## config.mk

```make
export PLATFORM = sky130hd
export DESIGN_NAME = ipv4_fragment_planner
export DESIGN_NICKNAME = d
export VERILOG_FILES = /design/src/sv/ipv4fp_pkg.sv /design/src/sv/ipv4fp_front.sv /design/src/sv/ipv4fp_queue.sv /design/src/sv/ipv4fp_back.sv /design/src/sv/ipv4_fragment_planner.sv
export SDC_FILE = /design/constraint.sdc
export NUM_CORES = 1
export LEC_CHECK = 0
export ABC_AREA = 1
export BUFFER_PORTS_ARGS = -buffer_cell sky130_fd_sc_hd__clkbuf_2
export CAP_MARGIN = 20
export CORE_MARGIN = 2
export CORE_UTILIZATION = 45
export CTS_BUF_LIST = sky130_fd_sc_hd__clkbuf_8
export CTS_CLUSTER_DIAMETER = 30
export DETAILED_ROUTE_END_ITERATION = 8
export PLACE_DENSITY = 0.75
export SYNTH_ARGS = -nofsm -noshare
export SYNTH_HDL_FRONTEND = slang
export SYNTH_HIERARCHICAL = 1
export SYNTH_SLANG_ARGS = --single-unit
```

## constraint.sdc

```tcl
create_clock -name clk -period 4.9 [get_ports clk]
set_input_delay 0 -clock clk [delete_from_list [all_inputs] [get_ports clk]]
set_output_delay 0 -clock clk [all_outputs]
set_load 0.1 [all_outputs]
```

## src/sv/ipv4fp_pkg.sv

```systemverilog
// ipv4fp_pkg: shared constants and types for the IPv4 fragment planner.
// No dependencies; imported by every module of the block.
`timescale 1ns / 1ps
`default_nettype none
package ipv4fp_pkg;
	localparam int unsigned LEN_W         = 16;
	localparam int unsigned ID_W          = 16;
	localparam int unsigned NUM_W         = 7;
	localparam int unsigned OFS_W         = 13;
	localparam int unsigned HDR_BYTES     = 20;
	localparam int unsigned MTU_MIN       = 1044;
	localparam int unsigned MTU_RESET     = 1500;
	localparam int unsigned LEN_MIN       = 31;
	localparam int unsigned LEN_MAX       = 65534;
	localparam int unsigned MAX_FRAG_DEF  = 64;
	localparam int unsigned QUEUE_DEPTH   = 2;
	localparam int unsigned PADDR_W       = 3;
	localparam int unsigned PDATA_W       = 32;

	// register word index (paddr[2])
	localparam logic REG_MTU = 1'b0;

	// one classified datagram handed from front to back
	typedef struct packed {
		logic [LEN_W-1:0] rem;
		logic [LEN_W-1:0] chunk;
		logic [ID_W-1:0]  id;
	} desc_t;
endpackage
`default_nettype wire

```

## src/sv/ipv4fp_front.sv

```systemverilog
// ipv4fp_front: clamps the datagram length and derives the per-fragment chunk.
// Depends on ipv4fp_pkg.
`timescale 1ns / 1ps
`default_nettype none
module ipv4fp_front (
	input  wire logic [ipv4fp_pkg::LEN_W-1:0] datagram_length,
	input  wire logic [ipv4fp_pkg::ID_W-1:0]  datagram_id,
	input  wire logic [ipv4fp_pkg::LEN_W-1:0] mtu,
	output ipv4fp_pkg::desc_t                 desc
);
	import ipv4fp_pkg::*;

	logic [LEN_W-1:0] len_c;
	logic [LEN_W-1:0] mtu_c;
	logic [LEN_W-1:0] pay_c;

	always_comb begin
		if (datagram_length < LEN_W'(LEN_MIN)) begin
			len_c = LEN_W'(LEN_MIN);
		end else if (datagram_length > LEN_W'(LEN_MAX)) begin
			len_c = LEN_W'(LEN_MAX);
		end else begin
			len_c = datagram_length;
		end
		mtu_c = (mtu < LEN_W'(MTU_MIN)) ? LEN_W'(MTU_MIN) : mtu;
		pay_c = mtu_c - LEN_W'(HDR_BYTES);
		desc.rem   = len_c - LEN_W'(HDR_BYTES);
		// keep chunk a multiple of 8 so offsets line up with data sent
		desc.chunk = {pay_c[LEN_W-1:3], 3'b000};
		desc.id    = datagram_id;
	end
endmodule
`default_nettype wire

```

## src/sv/ipv4fp_queue.sv

```systemverilog
// ipv4fp_queue: short descriptor queue between front and back.
// Depends on ipv4fp_pkg.
`timescale 1ns / 1ps
`default_nettype none
module ipv4fp_queue (
	input  wire logic               clk,
	input  wire logic               arst_n,
	input  wire logic               wr_en,
	input  wire ipv4fp_pkg::desc_t  wr_desc,
	output logic                    full,
	input  wire logic               rd_en,
	output ipv4fp_pkg::desc_t       rd_desc,
	output logic                    valid
);
	import ipv4fp_pkg::*;

	localparam int unsigned PTR_W = (QUEUE_DEPTH > 1) ? $clog2(QUEUE_DEPTH) : 1;
	localparam int unsigned CNT_W = $clog2(QUEUE_DEPTH + 1);

	desc_t            mem_q [QUEUE_DEPTH];
	logic [PTR_W-1:0] wr_ptr_q;
	logic [PTR_W-1:0] rd_ptr_q;
	logic [CNT_W-1:0] count_q;
	logic             do_wr;
	logic             do_rd;

	assign full    = (count_q == CNT_W'(QUEUE_DEPTH));
	assign valid   = (count_q != '0);
	assign do_wr   = wr_en && !full;
	assign do_rd   = rd_en && valid;
	assign rd_desc = mem_q[rd_ptr_q];

	always_ff @(posedge clk) begin
		if (do_wr) begin
			mem_q[wr_ptr_q] <= wr_desc;
		end
	end

	always_ff @(posedge clk or negedge arst_n) begin
		if (!arst_n) begin
			wr_ptr_q <= '0;
			rd_ptr_q <= '0;
			count_q  <= '0;
		end else begin
			if (do_wr) begin
				wr_ptr_q <= (wr_ptr_q == PTR_W'(QUEUE_DEPTH - 1)) ? '0 : wr_ptr_q + 1'b1;
			end
			if (do_rd) begin
				rd_ptr_q <= (rd_ptr_q == PTR_W'(QUEUE_DEPTH - 1)) ? '0 : rd_ptr_q + 1'b1;
			end
			if (do_wr && !do_rd) begin
				count_q <= count_q + 1'b1;
			end else if (do_rd && !do_wr) begin
				count_q <= count_q - 1'b1;
			end
		end
	end

	a_cnt_bound: assert property (@(posedge clk) disable iff (!arst_n)
		count_q <= CNT_W'(QUEUE_DEPTH)) else $error("queue count overflow");
	a_wr_grows: assert property (@(posedge clk) disable iff (!arst_n)
		do_wr && !do_rd |=> valid) else $error("queue lost a word");
	a_rd_shrinks: assert property (@(posedge clk) disable iff (!arst_n)
		do_rd && !do_wr |=> !full) else $error("queue still full after read");
endmodule
`default_nettype wire

```

## src/sv/ipv4fp_back.sv

```systemverilog
// ipv4fp_back: walks one descriptor fragment by fragment into an output register.
// Depends on ipv4fp_pkg.
`timescale 1ns / 1ps
`default_nettype none
module ipv4fp_back #(
	parameter int unsigned MAX_FRAGMENTS = ipv4fp_pkg::MAX_FRAG_DEF
) (
	input  wire logic                         clk,
	input  wire logic                         arst_n,
	input  wire logic                         q_valid,
	input  wire ipv4fp_pkg::desc_t            q_desc,
	output logic                              q_pop,
	output logic                              empty,
	input  wire logic                         pop,
	output logic [ipv4fp_pkg::NUM_W-1:0]      fragment_number,
	output logic [ipv4fp_pkg::ID_W-1:0]       fragment_id,
	output logic [ipv4fp_pkg::LEN_W-1:0]      payload_bytes,
	output logic [ipv4fp_pkg::OFS_W-1:0]      offset_units,
	output logic                              last
);
	import ipv4fp_pkg::*;

	localparam int unsigned NW = $clog2(MAX_FRAGMENTS + 1);

	logic             busy_q;
	logic [LEN_W-1:0] rem_q;
	logic [LEN_W-1:0] chunk_q;
	logic [LEN_W-1:0] sent_q;
	logic [ID_W-1:0]  id_q;
	logic [NW-1:0]    num_q;

	logic             ov_q;
	logic [NUM_W-1:0] o_num_q;
	logic [ID_W-1:0]  o_id_q;
	logic [LEN_W-1:0] o_pay_q;
	logic [OFS_W-1:0] o_ofs_q;
	logic             o_last_q;

	logic             produce;
	logic             fin_c;
	logic [LEN_W-1:0] pay_c;

	assign q_pop   = !busy_q && q_valid;
	assign produce = busy_q && (!ov_q || pop);

	always_comb begin
		// capped run: fragment MAX_FRAGMENTS takes whatever is left
		if (rem_q > chunk_q && num_q < NW'(MAX_FRAGMENTS)) begin
			pay_c = chunk_q;
			fin_c = 1'b0;
		end else begin
			pay_c = rem_q;
			fin_c = 1'b1;
		end
	end

	always_ff @(posedge clk or negedge arst_n) begin
		if (!arst_n) begin
			busy_q <= 1'b0;
			ov_q   <= 1'b0;
		end else begin
			if (q_pop) begin
				busy_q <= 1'b1;
			end else if (produce && fin_c) begin
				busy_q <= 1'b0;
			end
			if (produce) begin
				ov_q <= 1'b1;
			end else if (pop) begin
				ov_q <= 1'b0;
			end
		end
	end

	always_ff @(posedge clk) begin
		if (q_pop) begin
			rem_q   <= q_desc.rem;
			chunk_q <= q_desc.chunk;
			id_q    <= q_desc.id;
			sent_q  <= '0;
			num_q   <= NW'(1);
		end else if (produce) begin
			rem_q  <= rem_q - pay_c;
			sent_q <= sent_q + pay_c;
			num_q  <= num_q + 1'b1;
		end
		if (produce) begin
			o_num_q  <= NUM_W'(num_q);
			o_id_q   <= id_q;
			o_pay_q  <= pay_c;
			o_ofs_q  <= sent_q[LEN_W-1:3];
			o_last_q <= fin_c;
		end
	end

	assign empty           = !ov_q;
	assign fragment_number = o_num_q;
	assign fragment_id     = o_id_q;
	assign payload_bytes   = o_pay_q;
	assign offset_units    = o_ofs_q;
	assign last            = o_last_q;

	a_num_range: assert property (@(posedge clk) disable iff (!arst_n)
		busy_q && !q_pop |-> num_q >= NW'(1) && num_q <= NW'(MAX_FRAGMENTS))
		else $error("fragment counter out of range");
	a_fin_ends: assert property (@(posedge clk) disable iff (!arst_n)
		produce && fin_c |=> !busy_q) else $error("run did not end on last word");
	a_more_stays: assert property (@(posedge clk) disable iff (!arst_n)
		produce && !fin_c |=> busy_q) else $error("run ended early");
	a_no_load_busy: assert property (@(posedge clk) disable iff (!arst_n)
		busy_q |-> !q_pop) else $error("descriptor taken mid-run");
endmodule
`default_nettype wire

```

## src/sv/ipv4_fragment_planner.sv

```systemverilog
// IPv4 fragment planner: one datagram word in, one word per fragment out.
// The first fragment passes the queue entry, the run registers and the output register.
// Throughput: the back end spends one descriptor load on each datagram, then
// gives one fragment a cycle while pop keeps up.
// A two-entry descriptor queue lets the input take words during a run.
// Reset: asynchronous, clears queue and run state; mtu returns to 1500.
`timescale 1ns / 1ps
`default_nettype none
module ipv4_fragment_planner #(
	parameter int unsigned MAX_FRAGMENTS = ipv4fp_pkg::MAX_FRAG_DEF
) (
	input  wire logic                           clk,
	input  wire logic                           arst_n,
	input  wire logic                           psel,
	input  wire logic                           penable,
	input  wire logic                           pwrite,
	input  wire logic [ipv4fp_pkg::PADDR_W-1:0] paddr,
	input  wire logic [ipv4fp_pkg::PDATA_W-1:0] pwdata,
	output logic      [ipv4fp_pkg::PDATA_W-1:0] prdata,
	output logic                                pready,
	input  wire logic                           push,
	output logic                                full,
	input  wire logic [ipv4fp_pkg::LEN_W-1:0]   datagram_length,
	input  wire logic [ipv4fp_pkg::ID_W-1:0]    datagram_id,
	output logic                                empty,
	input  wire logic                           pop,
	output logic      [ipv4fp_pkg::NUM_W-1:0]   fragment_number,
	output logic      [ipv4fp_pkg::ID_W-1:0]    fragment_id,
	output logic      [ipv4fp_pkg::LEN_W-1:0]   payload_bytes,
	output logic      [ipv4fp_pkg::OFS_W-1:0]   offset_units,
	output logic                                last
);
	import ipv4fp_pkg::*;

	logic [LEN_W-1:0] mtu_q;
	desc_t            f_desc;
	desc_t            q_desc;
	logic             q_valid;
	logic             q_pop;
	logic             q_full;

	assign pready = 1'b1;

	always_ff @(posedge clk or negedge arst_n) begin
		if (!arst_n) begin
			mtu_q <= LEN_W'(MTU_RESET);
		end else if (psel && penable && pwrite && paddr[2] == REG_MTU) begin
			mtu_q <= pwdata[LEN_W-1:0];
		end
	end

	always_comb begin
		unique case (paddr[2])
			REG_MTU: prdata = {{(PDATA_W-LEN_W){1'b0}}, mtu_q};
			default: prdata = '0;
		endcase
	end

	ipv4fp_front u_front (
		.datagram_length (datagram_length),
		.datagram_id     (datagram_id),
		.mtu             (mtu_q),
		.desc            (f_desc)
	);

	ipv4fp_queue u_queue (
		.clk     (clk),
		.arst_n  (arst_n),
		.wr_en   (push),
		.wr_desc (f_desc),
		.full    (q_full),
		.rd_en   (q_pop),
		.rd_desc (q_desc),
		.valid   (q_valid)
	);

	assign full = q_full;

	ipv4fp_back #(
		.MAX_FRAGMENTS (MAX_FRAGMENTS)
	) u_back (
		.clk             (clk),
		.arst_n          (arst_n),
		.q_valid         (q_valid),
		.q_desc          (q_desc),
		.q_pop           (q_pop),
		.empty           (empty),
		.pop             (pop),
		.fragment_number (fragment_number),
		.fragment_id     (fragment_id),
		.payload_bytes   (payload_bytes),
		.offset_units    (offset_units),
		.last            (last)
	);
endmodule
`default_nettype wire

```

==> reports/qor.csv <==
stage,metric,value,unit
floorplanning,Die ar.,29000,um2
synth,number of synthesized flops with an enable pin,197,
setup_path,Crit path arrival time,4440,ps
global_route,pin count of the biggest net entering global routing,80,
setup_path,FF-to-FF setup slack,780,ps
cts,"Clk Latency, worst-skew pair",580,ps
global_route,Global Route met1 Usage,0.230,
hold_path,HP Start,datagram_length[3],
place,post-DP HPWL,18.0,mm
layout,# nets final,1658,
setup_path,Worst Setup Start Kind,flip-flop,
global_route,GRT Total Usage,0.190,
cts,CTS tree,yes,
drt,vias post-DR,9389,
place,Area after DPL,13100,um2
timing,Least-Margin Pin Slew,940,ps
timing,Worst slew margin,0.373,
timing,RSZ-0062 raised after global routing,no,
drt,1st-iter DRT viols,621,
timing,Finish-stage setup viols,0,
setup_path,Setup CP Type,flip-flop to flip-flop,
cts,Num CTS Buffers,50,
synth,post-synthesis average cell area,9.46,um2
floorplanning,Die Height,170,um
global_route,met3 global-route usage,0.0337,
cts,H-tree Lvls,2,
layout,Reg area,6940,um2
drt,final WL,27.0,mm
timing,Pins Over Slew Limit,0,
drt,via/cell ratio,4.89,
layout,"commonest non-fill, non-tap cell in the layout",nand2_1,
timing,fmax,243,MHz
synth,Mapped Area,12400,um2
floorplanning,Die Span X,170,um
cts,Clk Tree Root Cell,clkbuf_8,
drt,DRT Pass-1 Iters,6,
outcome,status,completed,
layout,"commonest non-fill, non-tap cells in the layout","nand2_1 (391), edfxtp_1 (197), inv_1 (171)",
floorplanning,initial core utilization,0.460,
global_route,initial antenna violation count,0,
setup_path,Setup crit start,u_back/chunk_q[7],
layout,Layout fillers,2290,
global_route,global-route wire length before repair,44.2,mm
drt,Post-DRT Antenna Nets,0,
global_route,met2 usage,0.343,
timing,Setup TNS Final,0,ps
layout,share of layout cells above drive strength 1,0.188,
setup_path,"Max FO, Critical Path",15,
cts,CTS Sinks,242,
cts,clk buf depth,3,
cts,CTS resizes,0,
drt,wire length per cell,14.0,um
synth,Synth warnings,6,
cts,Post-CTS Hold Buffers,90,
synth,Post-synth top flop,edfxtp_1,
layout,area of the multi-input gates,4460,um2
timing,final worst-path cycle share,0.840,
timing,Final min period,4120,ps
global_route,number of global-route vias before repair,9377,
layout,fin area,15300,um2
floorplanning,Site Rows,60,
global_route,Most Crowded Layer GR,met2,
synth,Post-Syn Instances,1314,
setup_path,Worst setup EP type,flip-flop,
drt,Residual DRC,0,
global_route,gr ovfl total,0,
place,IO buf count,126,
flow_run,Max Cap Violations,0,
floorplanning,Boundary Pins,162,
timing,final hold vios,0,
synth,sequential element share of the synthesized area,0.558,
synth,synth unique cells,56,
hold_path,min-delay worst type,primary input to flip-flop,
synth,#FFs+latches synth,242,
setup_path,Worst EP required,5220,ps
cts,"CTS clk-pin slew, worst paths",60,ps
floorplanning,Placeable Area,27000,um2
synth,asr flop ratio synth,0.0909,
place,RD Place Congestion,0.893,
cts,"Setup Fix Bufs, Post-CTS",0,
timing,Final Skew,33.1,ps
setup_path,RR Startpoint,u_back/chunk_q[7],
layout,Area growth syn-to-layout,22.8,%
-- worst max-delay path, cell delays in order (launching register included) --
cell,delay [ps]
edfxtp_1,430
inv_1,170
ha_1,280
a21o_1,170
nor2_1,90
nand2_1,80
nand2_1,90
nand2_2,150
nand2_4,190
inv_4,120
o21ai_0,450
ha_1,240
inv_1,60
fa_1,420
nand2_1,110
nand2_1,60
nand2_1,90
nand2_2,100
nand2_2,80
nand2_2,70
nand4_1,120
nand3_1,90
nand3_1,90
nand2_1,70
-- per-layer routing --
layer | vias up | routed length, um
met5 | - | 0
li1 | 4748 | -
met2 | 246 | 13600
met4 | 0 | 544
met1 | 4342 | 11500
met3 | 53 | 1320
-- per-stage QoR --
step	hold slack (ps)	instances	utilization	setup slack, ps
floorplan	-296	1331	-	1300
global placement	14.6	1739	0.486	969
detailed placement	29.7	1739	0.486	867
CTS	4.09	1920	0.564	835
global route	39.2	1921	0.565	442
finish	37.0	1922	0.565	783
-- cells by family after synthesis --
kind of cell,after synthesis,synth area share
buffers and inverters,232,0.0891
DFF,242,0.558
and+or+nand+nor,666,0.243
other,3,0.000906
xor gates and xnor gates,22,0.0155
adders and majority gates,43,0.0445
AOI/OAI and AO/OA,106,0.0490
-- final timing paths --
path	to	cells past startpoint
hold / removal	u_queue/mem_q[1][39]	4
hold reg to reg	u_back/fragment_id[6]	0
setup reg to reg	u_back/rem_q[10]	23
setup / recovery	u_back/rem_q[10]	23
max in group asynchronous	u_back/ov_q	4
min in group asynchronous	mtu_q[3]	3
-- cells in the mapped netlist (all sizes together), types with 23 or more instances --
master	number	area share
o21ai	49	0.020
edfxtp	197	0.48
dfxtp	23	0.037
nand2	423	0.14
nand4	29	0.016
buf	58	0.036
nor2	109	0.040
inv	168	0.051
a21oi	37	0.016
nand3	79	0.036
ha	41	0.041
-- state kept, by name, summed over array words and instances (netlist names), 2 cells and up --
name                    count
u_back/payload_bytes       16
u_back/chunk_q             16
u_back/num_q                7
u_back/id_q                16
u_back/fragment_number      7
u_back/rem_q               16
u_back/fragment_id         16
u_queue/mem_q              96
u_queue/count_q             2
u_back/offset_units        13
u_back/sent_q              16
mtu_q                      16
-- layout make-up --
type                            count  share of cell area
Sequential cell                   242               0.454
Multi-Input combinational cell    857               0.292
Timing Repair Buffer              222               0.104
Clock buffer                       53              0.0478
Inverter                          168              0.0415
Clock inverter                     38              0.0319
Tap cell                          341              0.0279
Antenna cell                        1            0.000164
Power is not shown: default switching activity piles up to over one toggle a cycle in this logic, so the estimate is an artifact.
